`config.mk`:
```
export PLATFORM = sky130hd
export DESIGN_NAME = cell_balancing_scheduler_unit
export DESIGN_NICKNAME = d
export VERILOG_FILES = /design/src/rtl/core/cbs_pkg.sv /design/src/rtl/core/cbs_cell_mem.sv /design/src/rtl/core/cbs_mask_scan.sv /design/src/rtl/core/cell_balancing_scheduler_unit.sv
export SDC_FILE = /design/constraint.sdc
export NUM_CORES = 1
export LEC_CHECK = 0
export ABC_AREA = 0
export BUFFER_PORTS_ARGS = -buffer_cell sky130_fd_sc_hd__buf_2
export CAP_MARGIN = 10
export CORE_ASPECT_RATIO = 1.1
export CORE_UTILIZATION = 60
export CTS_CLUSTER_SIZE = 20
export DETAILED_ROUTE_END_ITERATION = 16
export PLACE_DENSITY = 0.77
export SYNTH_ARGS = -nofsm -noshare
export SYNTH_HDL_FRONTEND = slang
export SYNTH_SLANG_ARGS = --single-unit
export TNS_END_PERCENT = 100
```
`constraint.sdc`:
```
create_clock -name clk -period 3.6 [get_ports clk]
set_input_delay 0.18 -clock clk [delete_from_list [all_inputs] [get_ports clk]]
set_output_delay 0.18 -clock clk [all_outputs]
set_load 0.01 [all_outputs]
```
`src/rtl/core/cbs_pkg.sv`:
```
`default_nettype none

package cbs_pkg;

    localparam int CELL_COUNT_DEF = 16;
    localparam int ADDR_W         = 4;
    localparam int VOLT_W         = 16;
    localparam int CUR_W          = 16;
    localparam int MASK_W         = 16;
    localparam int PHASE_W        = 10;
    localparam int CFG_IDX_W      = 2;
    localparam int CFG_DATA_W     = 16;

    // item opcodes
    localparam logic OP_LOAD = 1'b0;
    localparam logic OP_TICK = 1'b1;

    // configuration register indexes
    localparam logic [CFG_IDX_W-1:0] CFG_MAX_V_THR  = 2'd0;
    localparam logic [CFG_IDX_W-1:0] CFG_DIFF_THR   = 2'd1;
    localparam logic [CFG_IDX_W-1:0] CFG_CUR_THR    = 2'd2;
    localparam logic [CFG_IDX_W-1:0] CFG_PHASE_LEN  = 2'd3;

    // configuration reset values
    localparam logic [VOLT_W-1:0]  MAX_V_THR_RST = 16'd3900;
    localparam logic [VOLT_W-1:0]  DIFF_THR_RST  = 16'd30;
    localparam logic [CUR_W-1:0]   CUR_THR_RST   = 16'd0;
    localparam logic [PHASE_W-1:0] PHASE_LEN_RST = 10'd120;

    typedef struct packed {
        logic                     op;
        logic [ADDR_W-1:0]        cell_index;
        logic [VOLT_W-1:0]        load_mv;
        logic                     fe_down;
        logic                     charge_or_standby;
        logic [VOLT_W-1:0]        high_mv;
        logic [VOLT_W-1:0]        low_mv;
        logic [VOLT_W-1:0]        spread_mv;
        logic signed [CUR_W-1:0]  bus_current;
    } in_item_t;

    typedef struct packed {
        logic [MASK_W-1:0] balance_mask;
        logic              balancing_on;
    } out_item_t;

    // scan start request from the scheduler
    typedef struct packed {
        logic              start;
        logic              odd;
        logic [VOLT_W:0]   limit;
    } scan_req_t;

    // scan status back to the scheduler
    typedef struct packed {
        logic busy;
        logic done;
    } scan_stat_t;

    // cell memory read request
    typedef struct packed {
        logic              en;
        logic [ADDR_W-1:0] addr;
    } rd_req_t;

    typedef enum logic [2:0] {
        ST_IDLE = 3'b001,
        ST_SCAN = 3'b010,
        ST_EMIT = 3'b100
    } state_t;

endpackage

`default_nettype wire

```
`src/rtl/core/cbs_cell_mem.sv`:
```
`default_nettype none

module cbs_cell_mem #(
    parameter int CELL_COUNT = cbs_pkg::CELL_COUNT_DEF
) (
    input  wire logic                           clk,
    input  wire logic                           wr_en,
    input  wire logic [cbs_pkg::ADDR_W-1:0]     wr_addr,
    input  wire logic [cbs_pkg::VOLT_W-1:0]     wr_data,
    input  wire cbs_pkg::rd_req_t               rd,
    output logic [cbs_pkg::VOLT_W-1:0]          rd_data
);

    localparam int IDX_W = (CELL_COUNT > 1) ? $clog2(CELL_COUNT) : 1;

    logic [cbs_pkg::VOLT_W-1:0] cell_mem [CELL_COUNT];
    logic [cbs_pkg::VOLT_W-1:0] rd_data_reg;

    // loads and scans never overlap, so no write-to-read forwarding
    always_ff @(posedge clk)
    begin
        if (wr_en)
        begin
            cell_mem[wr_addr[IDX_W-1:0]] <= wr_data;
        end
        if (rd.en)
        begin
            rd_data_reg <= cell_mem[rd.addr[IDX_W-1:0]];
        end
    end

    assign rd_data = rd_data_reg;

endmodule

`default_nettype wire

```
`src/rtl/core/cbs_mask_scan.sv`:
```
`default_nettype none

module cbs_mask_scan #(
    parameter int CELL_COUNT = cbs_pkg::CELL_COUNT_DEF
) (
    input  wire logic                           clk,
    input  wire logic                           rst_n,
    input  wire cbs_pkg::scan_req_t             req,
    output cbs_pkg::rd_req_t                    rd,
    input  wire logic [cbs_pkg::VOLT_W-1:0]     rd_data,
    output cbs_pkg::scan_stat_t                 stat,
    output logic [cbs_pkg::MASK_W-1:0]          mask
);

    localparam int CNT_W = $clog2(CELL_COUNT + 2);

    logic                           busy_reg, busy_next;
    logic                           done_reg, done_next;
    logic                           pend_reg, pend_next;
    logic [CNT_W-1:0]               rd_idx_reg, rd_idx_next;
    logic [cbs_pkg::ADDR_W-1:0]     pend_idx_reg, pend_idx_next;
    logic [cbs_pkg::MASK_W-1:0]     mask_reg, mask_next;
    logic [cbs_pkg::VOLT_W:0]       limit_reg, limit_next;
    logic                           issue;

    // one read per cell of the selected parity, stepping by two
    assign issue   = busy_reg && (rd_idx_reg < CNT_W'(CELL_COUNT));
    assign rd.en   = issue;
    assign rd.addr = cbs_pkg::ADDR_W'(rd_idx_reg);

    always_comb
    begin
        busy_next     = busy_reg;
        done_next     = 1'b0;
        pend_next     = issue;
        rd_idx_next   = rd_idx_reg;
        pend_idx_next = rd.addr;
        mask_next     = mask_reg;
        limit_next    = limit_reg;

        if (issue)
        begin
            rd_idx_next = rd_idx_reg + CNT_W'(2);
        end

        // compare the cell that came back this cycle
        if (pend_reg && ({1'b0, rd_data} >= limit_reg))
        begin
            mask_next = mask_reg | (cbs_pkg::MASK_W'(1) << pend_idx_reg);
        end

        if (busy_reg && !issue && !pend_reg)
        begin
            busy_next = 1'b0;
            done_next = 1'b1;
        end

        if (req.start)
        begin
            busy_next   = 1'b1;
            pend_next   = 1'b0;
            rd_idx_next = CNT_W'(req.odd);
            mask_next   = '0;
            limit_next  = req.limit;
        end
    end

    always_ff @(posedge clk or negedge rst_n)
    begin
        if (!rst_n)
        begin
            busy_reg <= 1'b0;
            done_reg <= 1'b0;
            pend_reg <= 1'b0;
        end
        else
        begin
            busy_reg <= busy_next;
            done_reg <= done_next;
            pend_reg <= pend_next;
        end
    end

    always_ff @(posedge clk)
    begin
        rd_idx_reg   <= rd_idx_next;
        pend_idx_reg <= pend_idx_next;
        mask_reg     <= mask_next;
        limit_reg    <= limit_next;
    end

    assign stat.busy = busy_reg;
    assign stat.done = done_reg;
    assign mask      = mask_reg;

endmodule

`default_nettype wire

```
`src/rtl/core/cell_balancing_scheduler_unit.sv`:
```
`default_nettype none

// load transfer: the cell voltage is written into the cell memory at accept
// tick with zero mask (off phase, thresholds missed, not charging): result registered in the cycle after accept
// on-phase tick: the result follows the scan, one cell memory read per cell
// of the active parity; next item taken once back in idle with the output register free
// reset: thresholds 3900 / 30 mV and current 0, phase length 120, counters and phase flags cleared
// cell memory contents are not reset; every cell is to be loaded before the first tick

module cell_balancing_scheduler_unit #(
    parameter int CELL_COUNT = cbs_pkg::CELL_COUNT_DEF
) (
    input  wire logic                               clk,
    input  wire logic                               rst_n,
    input  wire logic                               in_valid,
    output logic                                    in_stall,
    input  wire cbs_pkg::in_item_t                  in_item,
    output logic                                    out_valid,
    input  wire logic                               out_stall,
    output cbs_pkg::out_item_t                      out_item,
    input  wire logic                               cfg_valid,
    output logic                                    cfg_ready,
    input  wire logic [cbs_pkg::CFG_IDX_W-1:0]      cfg_index,
    input  wire logic [cbs_pkg::CFG_DATA_W-1:0]     cfg_data
);

    // configuration registers
    logic [cbs_pkg::VOLT_W-1:0]         max_v_thr_reg;
    logic [cbs_pkg::VOLT_W-1:0]         diff_thr_reg;
    logic [cbs_pkg::CUR_W-1:0]          cur_thr_reg;
    logic [cbs_pkg::PHASE_W-1:0]        phase_len_reg;

    // scheduler state
    cbs_pkg::state_t                    state_reg, state_next;
    logic [cbs_pkg::PHASE_W-1:0]        on_ticks_reg, on_ticks_next;
    logic [cbs_pkg::PHASE_W-1:0]        off_ticks_reg, off_ticks_next;
    logic                               in_off_phase_reg, in_off_phase_next;
    logic                               odd_parity_reg, odd_parity_next;

    // output register
    logic                               out_valid_reg, out_valid_next;
    cbs_pkg::out_item_t                 out_item_reg, out_item_next;

    logic                               in_xfer;
    logic                               cfg_xfer;
    logic                               out_free;
    logic                               load_wr;
    logic                               tick_live;
    logic                               thr_ok;
    logic                               start_scan;
    logic [cbs_pkg::PHASE_W-1:0]        on_inc;
    logic [cbs_pkg::PHASE_W-1:0]        off_inc;

    cbs_pkg::scan_req_t                 scan_req;
    cbs_pkg::scan_stat_t                scan_stat;
    cbs_pkg::rd_req_t                   mem_rd;
    logic [cbs_pkg::VOLT_W-1:0]         mem_rd_data;
    logic [cbs_pkg::MASK_W-1:0]         scan_mask;

    // output register can take a new result this cycle
    assign out_free = !out_valid_reg || !out_stall;

    // one item in flight; every item, load or tick, needs room in the output register
    assign in_stall  = (state_reg != cbs_pkg::ST_IDLE) || !out_free;
    assign in_xfer   = in_valid && !in_stall;

    assign cfg_ready = 1'b1;
    assign cfg_xfer  = cfg_valid && cfg_ready;

    // loads beyond the last cell are dropped
    assign load_wr = in_xfer && (in_item.op == cbs_pkg::OP_LOAD)
                  && ({1'b0, in_item.cell_index} < (cbs_pkg::ADDR_W + 1)'(CELL_COUNT));

    // a shutdown tick is swallowed with no result and no state change
    assign tick_live = in_xfer && (in_item.op == cbs_pkg::OP_TICK) && !in_item.fe_down;

    assign thr_ok = (in_item.high_mv > max_v_thr_reg)
                 && (in_item.spread_mv > diff_thr_reg)
                 && ($signed(in_item.bus_current) > $signed(cur_thr_reg));

    // on-phase tick: walk the cell memory for the mask
    assign start_scan = tick_live && in_item.charge_or_standby && thr_ok && !in_off_phase_reg;

    assign on_inc  = on_ticks_reg + cbs_pkg::PHASE_W'(1);
    assign off_inc = off_ticks_reg + cbs_pkg::PHASE_W'(1);

    // the scan uses the parity in force before this tick's toggle
    assign scan_req.start = start_scan;
    assign scan_req.odd   = odd_parity_reg;
    assign scan_req.limit = {1'b0, in_item.low_mv} + {1'b0, diff_thr_reg};

    // phase counters, updated when the tick is taken
    always_comb
    begin
        on_ticks_next     = on_ticks_reg;
        off_ticks_next    = off_ticks_reg;
        in_off_phase_next = in_off_phase_reg;
        odd_parity_next   = odd_parity_reg;

        if (tick_live)
        begin
            if (!in_item.charge_or_standby)
            begin
                on_ticks_next = '0;
            end
            else if (thr_ok)
            begin
                if (!in_off_phase_reg)
                begin
                    if (on_inc == phase_len_reg)
                    begin
                        // end of on phase: rest, then the other parity
                        on_ticks_next     = '0;
                        in_off_phase_next = 1'b1;
                        odd_parity_next   = !odd_parity_reg;
                    end
                    else
                    begin
                        on_ticks_next = on_inc;
                    end
                end
                else
                begin
                    if (off_inc == phase_len_reg)
                    begin
                        off_ticks_next    = '0;
                        in_off_phase_next = 1'b0;
                    end
                    else
                    begin
                        off_ticks_next = off_inc;
                    end
                end
            end
        end
    end

    // sequencer: idle, scan running, result waiting for the output register
    always_comb
    begin
        state_next = state_reg;
        case (state_reg)
            cbs_pkg::ST_IDLE:
            begin
                if (start_scan)
                begin
                    state_next = cbs_pkg::ST_SCAN;
                end
            end
            cbs_pkg::ST_SCAN:
            begin
                if (scan_stat.done)
                begin
                    state_next = cbs_pkg::ST_EMIT;
                end
            end
            cbs_pkg::ST_EMIT:
            begin
                if (out_free)
                begin
                    state_next = cbs_pkg::ST_IDLE;
                end
            end
            default:
            begin
                state_next = cbs_pkg::ST_IDLE;
            end
        endcase
    end

    // output register: zero-mask ticks load directly, scanned masks from the emit state
    always_comb
    begin
        out_valid_next = out_valid_reg && out_stall;
        out_item_next  = out_item_reg;

        if (tick_live && !start_scan)
        begin
            out_valid_next              = 1'b1;
            out_item_next.balance_mask  = '0;
            out_item_next.balancing_on  = 1'b0;
        end
        else if ((state_reg == cbs_pkg::ST_EMIT) && out_free)
        begin
            out_valid_next              = 1'b1;
            out_item_next.balance_mask  = scan_mask;
            out_item_next.balancing_on  = 1'b1;
        end
    end

    always_ff @(posedge clk or negedge rst_n)
    begin
        if (!rst_n)
        begin
            max_v_thr_reg    <= cbs_pkg::MAX_V_THR_RST;
            diff_thr_reg     <= cbs_pkg::DIFF_THR_RST;
            cur_thr_reg      <= cbs_pkg::CUR_THR_RST;
            phase_len_reg    <= cbs_pkg::PHASE_LEN_RST;
            state_reg        <= cbs_pkg::ST_IDLE;
            on_ticks_reg     <= '0;
            off_ticks_reg    <= '0;
            in_off_phase_reg <= 1'b0;
            odd_parity_reg   <= 1'b0;
            out_valid_reg    <= 1'b0;
        end
        else
        begin
            if (cfg_xfer)
            begin
                case (cfg_index)
                    cbs_pkg::CFG_MAX_V_THR: max_v_thr_reg <= cfg_data;
                    cbs_pkg::CFG_DIFF_THR:  diff_thr_reg  <= cfg_data;
                    cbs_pkg::CFG_CUR_THR:   cur_thr_reg   <= cfg_data;
                    cbs_pkg::CFG_PHASE_LEN: phase_len_reg <= cfg_data[cbs_pkg::PHASE_W-1:0];
                    default:                ;
                endcase
            end
            state_reg        <= state_next;
            on_ticks_reg     <= on_ticks_next;
            off_ticks_reg    <= off_ticks_next;
            in_off_phase_reg <= in_off_phase_next;
            odd_parity_reg   <= odd_parity_next;
            out_valid_reg    <= out_valid_next;
        end
    end

    always_ff @(posedge clk)
    begin
        out_item_reg <= out_item_next;
    end

    assign out_valid = out_valid_reg;
    assign out_item  = out_item_reg;

    // per-cell voltage store
    cbs_cell_mem #(
        .CELL_COUNT (CELL_COUNT)
    ) u_cell_mem (
        .clk     (clk),
        .wr_en   (load_wr),
        .wr_addr (in_item.cell_index),
        .wr_data (in_item.load_mv),
        .rd      (mem_rd),
        .rd_data (mem_rd_data)
    );

    // parity scan that builds the bleed mask
    cbs_mask_scan #(
        .CELL_COUNT (CELL_COUNT)
    ) u_mask_scan (
        .clk     (clk),
        .rst_n   (rst_n),
        .req     (scan_req),
        .rd      (mem_rd),
        .rd_data (mem_rd_data),
        .stat    (scan_stat),
        .mask    (scan_mask)
    );

`ifndef SYNTHESIS
    // an inactive result never carries a bleed bit
    a_idle_mask_zero: assert property (@(posedge clk) disable iff (!rst_n)
        out_valid_reg |-> (out_item_reg.balancing_on || (out_item_reg.balance_mask == '0)))
        else $error("bleed bits set on an inactive result");

    // a mask never mixes odd and even cells
    a_single_parity: assert property (@(posedge clk) disable iff (!rst_n)
        out_valid_reg |-> (((out_item_reg.balance_mask & 16'h5555) == '0)
                        || ((out_item_reg.balance_mask & 16'hAAAA) == '0)))
        else $error("mask mixes both parities");

    // no bleed bit for a cell that does not exist
    a_mask_in_range: assert property (@(posedge clk) disable iff (!rst_n)
        out_valid_reg |-> ((out_item_reg.balance_mask >> CELL_COUNT) == '0))
        else $error("mask bit beyond the last cell");

    // the on counter stays cleared through the off phase
    a_off_phase_on_clear: assert property (@(posedge clk) disable iff (!rst_n)
        in_off_phase_reg |-> (on_ticks_reg == '0))
        else $error("on counter running in off phase");

    // the scanner only runs while the sequencer waits on it
    a_scan_owned: assert property (@(posedge clk) disable iff (!rst_n)
        scan_stat.busy |-> (state_reg == cbs_pkg::ST_SCAN))
        else $error("scan running outside the scan state");
`endif

endmodule

`default_nettype wire

```
After elaboration in Yosys (flattened, before gate mapping)
Memories as Yosys holds them, arrays and structs flattened. A register that Yosys moved wholly into a read port is not among the register bits.
Cells that the tools add are included.

storage, ports and cells
  output and inout bits = 20
  memories kept = 1
  ROM bits = 0
  word-level logic and storage cells = 110
  register bits after elaboration = 146
  RAM bits = 256
  latch bits = 0
  input port bits = 110

memory list
  memory               words  bits a word  read ports  clocked after memory_dff  write ports  RTL line            source
  u_cell_mem.cell_mem  16     16           1           1                         1            cbs_cell_mem.sv:16  logic [cbs_pkg::VOLT_W-1:0] cell_mem [CELL_COUNT];

operators by class
  equality and inequality tests = 14
  reductions and logical operators = 40
  bitwise gates (word level) = 3
  order comparisons = 5
  divide/modulo/power cells = 0
  shift-type cells = 1
  multiply operators = 0
  multiplexer cells = 22
  $add $sub $neg = 4

operators by type and width
  cell                     number
  $mux W10                 5
  $gt A16 B16 Y1           3
  $add A10 B1 Y10 const B  2
  $eq A10 B10 Y1           2
  $add A16 B16 Y17         1
  $ge A16 B17 Y1           1
  $logic_and A1 B1 Y1      16
  $or A16 B16 Y16          1
  $shl A1 B4 Y16 const A   1
  $mux W1                  13
  $logic_not A1 Y1         10
  $mux W3                  3
  $pmux W3 S3              1
  $reduce_and A3 Y1        3
  $reduce_and A2 Y1        4
  $ne A2 B2 Y1 const B     3
  $add A5 B2 Y5 const B    1
  $lt A5 B5 Y1 const B     1
  $reduce_and A5 Y1        1
  $eq A2 B2 Y1 const B     2
  $ne A2 B1 Y1 const B     2
  $reduce_and A4 Y1        1
  $reduce_bool A2 Y1       2
  $eq A3 B1 Y1 const B     1
  other kinds (7)          9

Longest topological paths before layout
Gate-level depths: netlist of run 1.

  depth after elaboration = 14
  depth in mapped cells = 12
  mapped depth without buffers = 12

Hierarchy
Synthesis of run 1 repeated with hierarchy kept, for this count alone.

second synthesis, totals
  cells, all modules = 1350
  area total of the unflattened synthesis = 19022.0 um^2

modules (own cells, without submodules)
  module                         times used  cells an instance  seq. area each (um^2)  area an instance (um^2)
  cbs_cell_mem                   1           432                8167.8                 10202.3
  cell_balancing_scheduler_unit  1           731                2463.6                 6708.9
  cbs_mask_scan                  1           187                1096.1                 2110.8

Least setup slack after synthesis of run 1
Ideal clock, no wire load.

  path kind = register to register
  start = reg max_v_thr_reg[11] (netlist name)
  end = reg u_mask_scan.limit_reg[0] (netlist name), enable pin
  clock period less this slack = 2981 ps
  slack = 619 ps
  setup time = 356 ps
  data required time = 3244 ps
  stages on the path, launching flop included = 12
  arrival = 2625 ps
  buffers on the path = 1
  cells stage by stage = dfstp_2 > inv_1 > ha_1 > nand3_1 > or3_4 > a211oi_2 > nor3_1 > nor4_4 > nand3b_2 > nand2b_1 > inv_2 > buf_2

RTL lines
  element                 RTL line                              source
  start, declared         cell_balancing_scheduler_unit.sv:28   logic [cbs_pkg::VOLT_W-1:0] max_v_thr_reg;
  start signal, assigned  cell_balancing_scheduler_unit.sv:195  max_v_thr_reg <= cbs_pkg::MAX_V_THR_RST;
  start signal, assigned  cell_balancing_scheduler_unit.sv:211  cbs_pkg::CFG_MAX_V_THR: max_v_thr_reg <= cfg_data;
  end signal, assigned    cbs_mask_scan.sv:89                   limit_reg <= limit_next;
  end, declared           cbs_mask_scan.sv:23                   logic [cbs_pkg::VOLT_W:0] limit_reg, limit_next;

Final worst setup path of run 1
  start = reg diff_thr_reg[15] (netlist name)
  end = reg u_mask_scan.limit_reg[14] (netlist name), enable pin

on the way
  longest elaborated chain between the ends = 5

ends and longest elaborated chain
  element                           RTL line                              source
  start, declared                   cell_balancing_scheduler_unit.sv:29   logic [cbs_pkg::VOLT_W-1:0] diff_thr_reg;
  start signal, assigned            cell_balancing_scheduler_unit.sv:196  diff_thr_reg <= cbs_pkg::DIFF_THR_RST;
  start signal, assigned            cell_balancing_scheduler_unit.sv:212  cbs_pkg::CFG_DIFF_THR: diff_thr_reg <= cfg_data;
  $gt A16 B16 Y1                    cell_balancing_scheduler_unit.sv:78   && (in_item.spread_mv > diff_thr_reg)
  $logic_and A1 B1 Y1               cell_balancing_scheduler_unit.sv:78
  $logic_and A1 B1 Y1               cell_balancing_scheduler_unit.sv:79   && ($signed(in_item.bus_current) > $signed(cur_thr_reg));
  $logic_and A1 B1 Y1 (2 in a row)  cell_balancing_scheduler_unit.sv:82   assign start_scan = tick_live && in_item.charge_or_standby && thr_ok && !in_off_phase_reg;

No other way between the ends.
A chain may end at the register's enable or synchronous reset.

==> metrics, run 1 <==
asr flop ratio synth=20.8%; synthesis-to-layout area growth=15.6%; Final min period=3.24 ns; Hold Crit Class=input pin to flip-flop; setup TNS=0 ns; main combinational cell family by area after synthesis=multiplexers; Final Power=12300 uW; CP max FO=23; CTS clk-pin slew, worst paths=0.06 ns; Fillers=2076; Setup crit start kind=flip-flop; Initial Util=61.0%; via count=11142; fin nets=1639; top_reg_cell synth=edfxtp_1; Hold Vio Cnt, Final=0; Lkg Pwr=0.00816 uW; CTS resizes=0; max FFs per register=256; Setup violations, final=0; status=finished, final reports clean; CP Capture Type=flip-flop; DP Wirelength=26.7 mm; first-pass GRT wire length=62.8 mm; sequential fraction of the synthesis area=63.0%; crit share post-route=90.1%; Die ar.=31700 sq um; share of cells above drive strength 1=26.7%; Synth cell types=77; post-placement cell area=19800 sq um; antenna-violating nets left=0; Power Dens Cells=574 nW/um^2; CTS tree=built; multi-input combinational cell area=6390 sq um; Worst Tran Pin Value=1.11 ns; clock tree buffer depth=3; WL final=40.7 mm; Synth Area per Inst=14.7 sq um; post-synthesis xor/xnor area fraction=2.21%; antenna violations before repair=1; adder-cell share of the synthesized area=5.69%; IO Count=130; Synth area leaders=edfxtp_1, mux4_2, dfrtp_1; die height=187 um; Remaining Overflow, GRT=0; Syn Inst Count=1262; Required @ worst endpoint=3.84 ns; H-tree depth=2; post-route cell area=21500 sq um; clock root buffer=clkbuf_16; Max rail drop VDD=0.529 mV; Final Skew=0.0224 ns; number of synthesized register bits=418; Yosys warning total=0; final slew viol count=0; largest net degree at the start of global routing=66; clock sink total=418; top-area cell type share of the netlist area=46.8%; critical path class=flip-flop to flip-flop; Worst-Skew Late Latency=0.54 ns; Max Cap Violations=0; Post-Syn Area=18600 sq um; drt wl/cell=21.5 um; Slew headroom=25.8%; sequential cell area=11700 sq um; PortBufs=128; RSZ-0062 raised after global routing=no; post-synthesis mux area share=12.4%; die width=170 um; Arr. time, crit path=3.48 ns; vias in the first global route=11464; Final GP Congestion=0.871; FMAX=308 MHz; Inserted Clock Buffers=42; Core Area=30500 sq um; via density per instance=5.89; Compound-Gate Fraction of Synth Area=6.13%; Residual DRC=0; dominant cell type by area after synthesis=edfxtp_1; Mapped Nets=1456; row cnt=67; Post-synth EDFFs=290; drt first pass iters=5; Diodes inserted=0; post-synthesis simple-gate area fraction=7.70%; DRT iter0 DRCs=944; total track usage=26.4%
==> cell usage in the layout, fill, tap and decap left out, drive strengths merged, types with 9 or more instances in the layout <==
cell,n
nor3,17
nand3,25
inv,84
a21oi,58
mux2,44
nand4,18
nand3b,10
nor2b,14
dlygate4sd3,26
xnor2,33
buf,157
edfxtp,290
xor2,14
ha,83
o21ai,46
clkbuf,46
dfxtp,41
clkinv,23
mux4,80
nor2,53
and2,9
or3,11
nand2,89
dfstp,17
a21o,10
o221ai,9
a31oi,22
dfrtp,70
==> power by group <==
group / switching (uW) / total [uW] / internal [uW]
registers: 319 / 5850 / 5530
logic: 1050 / 2090 / 1040
clock network: 1830 / 4390 / 2560
total: 3200 / 12300 / 9130
==> per-layer routing <==
metal	global-route usage, %	routed length, um
met2	45.9	21000
met3	3.99	2500
met4	9.49	1310
met1	33.5	15900
met5	0	10
==> critical path, cell delays in order (launching register included) <==
cell and delay [ns]:
dfrtp_1 0.37, inv_1 0.05, ha_1 0.29, nand4_1 0.21, nor4_1 0.48, a21boi_0 0.25, nor3_1 0.13, nor4_4 0.31
nand3b_2 0.14, nand2b_1 0.21, inv_2 0.29, buf_12 0.22
==> through the flow <==
stage | hold slack, ns | util, % | std cells | worst slack [ns]
6_report | 0.0182 | 70.5 | 1892 | 0.356
5_1_grt | 0.00640 | 70.5 | 1892 | 0.131
4_1_cts | 0.000524 | 70.5 | 1892 | 0.368
3_5_place_dp | 0.329 | 65.0 | 1789 | 0.385
3_3_place_gp | 0.326 | 65.0 | 1789 | 0.478
2_1_floorplan | -0.116 | - | 1262 | 0.619
==> worst paths after layout <==
kind	endpoint	startpoint	slack, ns	depth (start not counted)
setup / recovery	u_mask_scan.limit_reg[14]	diff_thr_reg[15]	0.36	11
hold / removal	u_cell_mem.cell_mem[12][1]	in_item[67]	0.02	1
setup reg to reg	u_mask_scan.limit_reg[14]	diff_thr_reg[15]	0.36	11
hold reg to reg	out_item[14]	out_item[14]	0.46	2
max in group asynchronous	phase_len_reg[3]	rst_n	2.36	3
min in group asynchronous	off_ticks_reg[0]	rst_n	0.29	2
==> cell families after synthesis <==
family | Yosys count
compound gates | 184
xor+xnor | 47
fa+ha+maj | 84
buf+inv | 128
flops | 418
mux | 125
other cells | 1
simple gates | 275
==> cell usage after synthesis (33+ instances only) <==
cell	count
xnor2_1	33
nor2_1	52
ha_1	83
o21ai_0	34
dfrtp_1	70
dfxtp_1	41
nand2_1	89
edfxtp_1	290
mux2_2	43
mux4_2	80
inv_1	83
a21oi_1	58
==> final cells by class <==
type | count | share of cell area, %
clock buffers | 46 | 5.05
clock inverters | 31 | 1.45
inverters | 84 | 1.47
multi-input cells | 716 | 29.7
flip-flops and latches | 418 | 54.5
well taps | 414 | 2.41
repair buffers | 183 | 5.39
==> repair_timing <==
| action | in CTS | in global routing |
|---|---|---|
| endpoints found under the hold margin | 168 | 0 |
| hold buffers | 26 | 0 |
| buffers inserted | 0 | 0 |
| setup endpoints to repair | 0 | 0 |
No activity file was read; power rests on OpenSTA's default activity.
==> inputs of run 2 (changes only) <==
--- a/config.mk
+++ b/config.mk
@@ -8,11 +8,13 @@
 export ABC_AREA = 0
 export BUFFER_PORTS_ARGS = -buffer_cell sky130_fd_sc_hd__buf_2
 export CAP_MARGIN = 10
-export CORE_ASPECT_RATIO = 1.1
+export CORE_ASPECT_RATIO = 1.75
 export CORE_UTILIZATION = 60
+export CTS_CLUSTER_DIAMETER = 60
 export CTS_CLUSTER_SIZE = 20
 export DETAILED_ROUTE_END_ITERATION = 16
 export PLACE_DENSITY = 0.77
+export SETUP_SLACK_MARGIN = 0.02
 export SYNTH_ARGS = -nofsm -noshare
 export SYNTH_HDL_FRONTEND = slang
 export SYNTH_SLANG_ARGS = --single-unit
==> run 2 against run 1 <==
Register-to-register slack got worse by 0.07 ns. Routed wire length down 0.64%. Critical endpoint is now u_mask_scan.mask[11]. Worst hold slack better by 0.014 ns. First-iteration DRC count is 27% lower. Global-route usage fell by 0.10 points. Highest routed layer is now met4.
==> metrics, run 2 (synthesis results as in run 1) <==
crit share post-route=92.0%; status=finished, final reports clean; CTS resizes=0; H-tree depth=1; Final Skew=0.0136 ns; FMAX=302 MHz; hold_buf cts=39; Required @ worst endpoint=4.04 ns; DP Wirelength=27.9 mm; DRT iter0 DRCs=688; most common cell after layout, fill and taps aside=edfxtp_1; CTS clk-pin slew, worst paths=0.08 ns; final slew viol count=0; total track usage=26.3%; cells along the critical path=inv_1 > ha_1 > nand4_1 > nor4_1 > a21boi_0 > nor3_1 > nor4_4 > nand3b_2 > nand2b_1 > inv_2 > buf_4 > nor2_1; CP Capture Type=flip-flop; PortBufs=128; RSZ-0062 raised after global routing=no; Final GP Congestion=0.932; Crit path max-delay family=simple AND/OR/NAND/NOR gates; Core Util, Final=68.4%; Slew headroom=22.0%; Setup Fix Bufs, Post-CTS=0; most frequent cells in the layout=edfxtp_1, buf_2, nand2_1; setup TNS=0 ns; largest net degree at the start of global routing=69; Initial Util=60.8%; clock sink total=418; multi-input combinational cell area=6390 sq um; Hold Crit Class=input pin to flip-flop; fin nets=1636; row cnt=85; vias in the first global route=11721; Core Area=30600 sq um; Slowest cell on crit path=nor4_1; via count=11107; Remaining Overflow, GRT=0; Max Cap Violations=0; drt first pass iters=5; Power Dens Cells=515 nW/um^2; CTS tree=built; Residual DRC=0; Diodes inserted=0; Setup crit start=diff_thr_reg[13]; critical path class=flip-flop to flip-flop; Final min period=3.31 ns; Max rail drop VDD=0.504 mV; antenna-violating nets left=0; die height=235 um; IO Count=130; CP max FO=22; Worst Tran Pin Value=1.17 ns; max FFs per register=256; HP Start=in_item[75]; via density per instance=6.00; Fillers=2114; sequential cell area=11700 sq um; Hold Vio Cnt, Final=0; synthesis-to-layout area growth=12.6%; post-route cell area=21000 sq um; Critical Path Max Stage Delay=0.56 ns; number of buffers and inverters on the critical path=3; share of cells above drive strength 1=24.4%; WHS=0.0326 ns; first-pass GRT wire length=62.3 mm; clock root buffer=clkbuf_16; Inserted Clock Buffers=25; die width=135 um; Setup violations, final=0; Lkg Pwr=0.00788 uW; Setup crit start kind=flip-flop; drt wl/cell=21.9 um; post-placement cell area=19800 sq um; Worst-Skew Late Latency=0.55 ns; antenna violations before repair=0; Worst R2R Start=diff_thr_reg[13]; WL final=40.5 mm; clock tree buffer depth=3; Die ar.=31800 sq um; Arr. time, crit path=3.75 ns
## run 2: changes by cell type in the layout (fill, tap and decap cells not counted), moves of 5 or more
cell	previous run	this run
clkinv_1	7	0
dlygate4sd3_1	26	39
clkinv_2	13	0
clkbuf_16	43	25
clkbuf_1	3	17
bufinv_16	5	0
## run 2: where the power goes
part / internal, uW / leakage (uW) / switching [uW]
logic: 1050 / 0.00353 / 1100
clock network: 1350 / 0.000347 / 1510
registers: 5530 / 0.00400 / 256
total: 7930 / 0.00788 / 2870
## run 2: final cells by class
class,count,share of cell area [%]
flip-flops and latches,418,56.0
repair buffers,197,6.24
multi-input cells,716,30.5
clock inverters,2,0.119
well taps,391,2.33
clock buffers,43,3.36
inverters,84,1.50
## run 2: metrics by stage
step	power [uW]	setup WS, ns	instances
final	10800	0.288	1851
after global routing	11200	0.0331	1851
after CTS	10900	0.233	1851
after detailed placement	8020	0.253	1767
after global placement	7940	0.375	1767
after floorplan	7320	0.619	1262
## run 2: routing by layer
| layer | GRT usage, % | share of wire (%) |
|---|---|---|
| met1 | 28.6 | 36 |
| met2 | 49.7 | 56 |
| met3 | 2.63 | 3.9 |
| met4 | 12.8 | 4.4 |
| met5 | 0 | 0 |
## run 2: final timing paths
kind / endpoint / slack [ns] / cells after the start
min in group asynchronous: off_ticks_reg[2] / 0.24 / 2
min reg2reg: out_item[7] / 0.46 / 2
min: u_cell_mem.cell_mem[6][9] / 0.03 / 1
max in group asynchronous: diff_thr_reg[1] / 2.55 / 3
max reg2reg: u_mask_scan.mask[11] / 0.29 / 12
max: u_mask_scan.mask[11] / 0.29 / 12
## run 2: worst register-to-register path, delay by kind of cell, from the launching register on
family          cells  cell delay [ns]
compound gates      1             0.23
fa+ha+maj           1             0.30
buf+inv             3             0.69
flops               1             0.37
simple gates        7             1.59
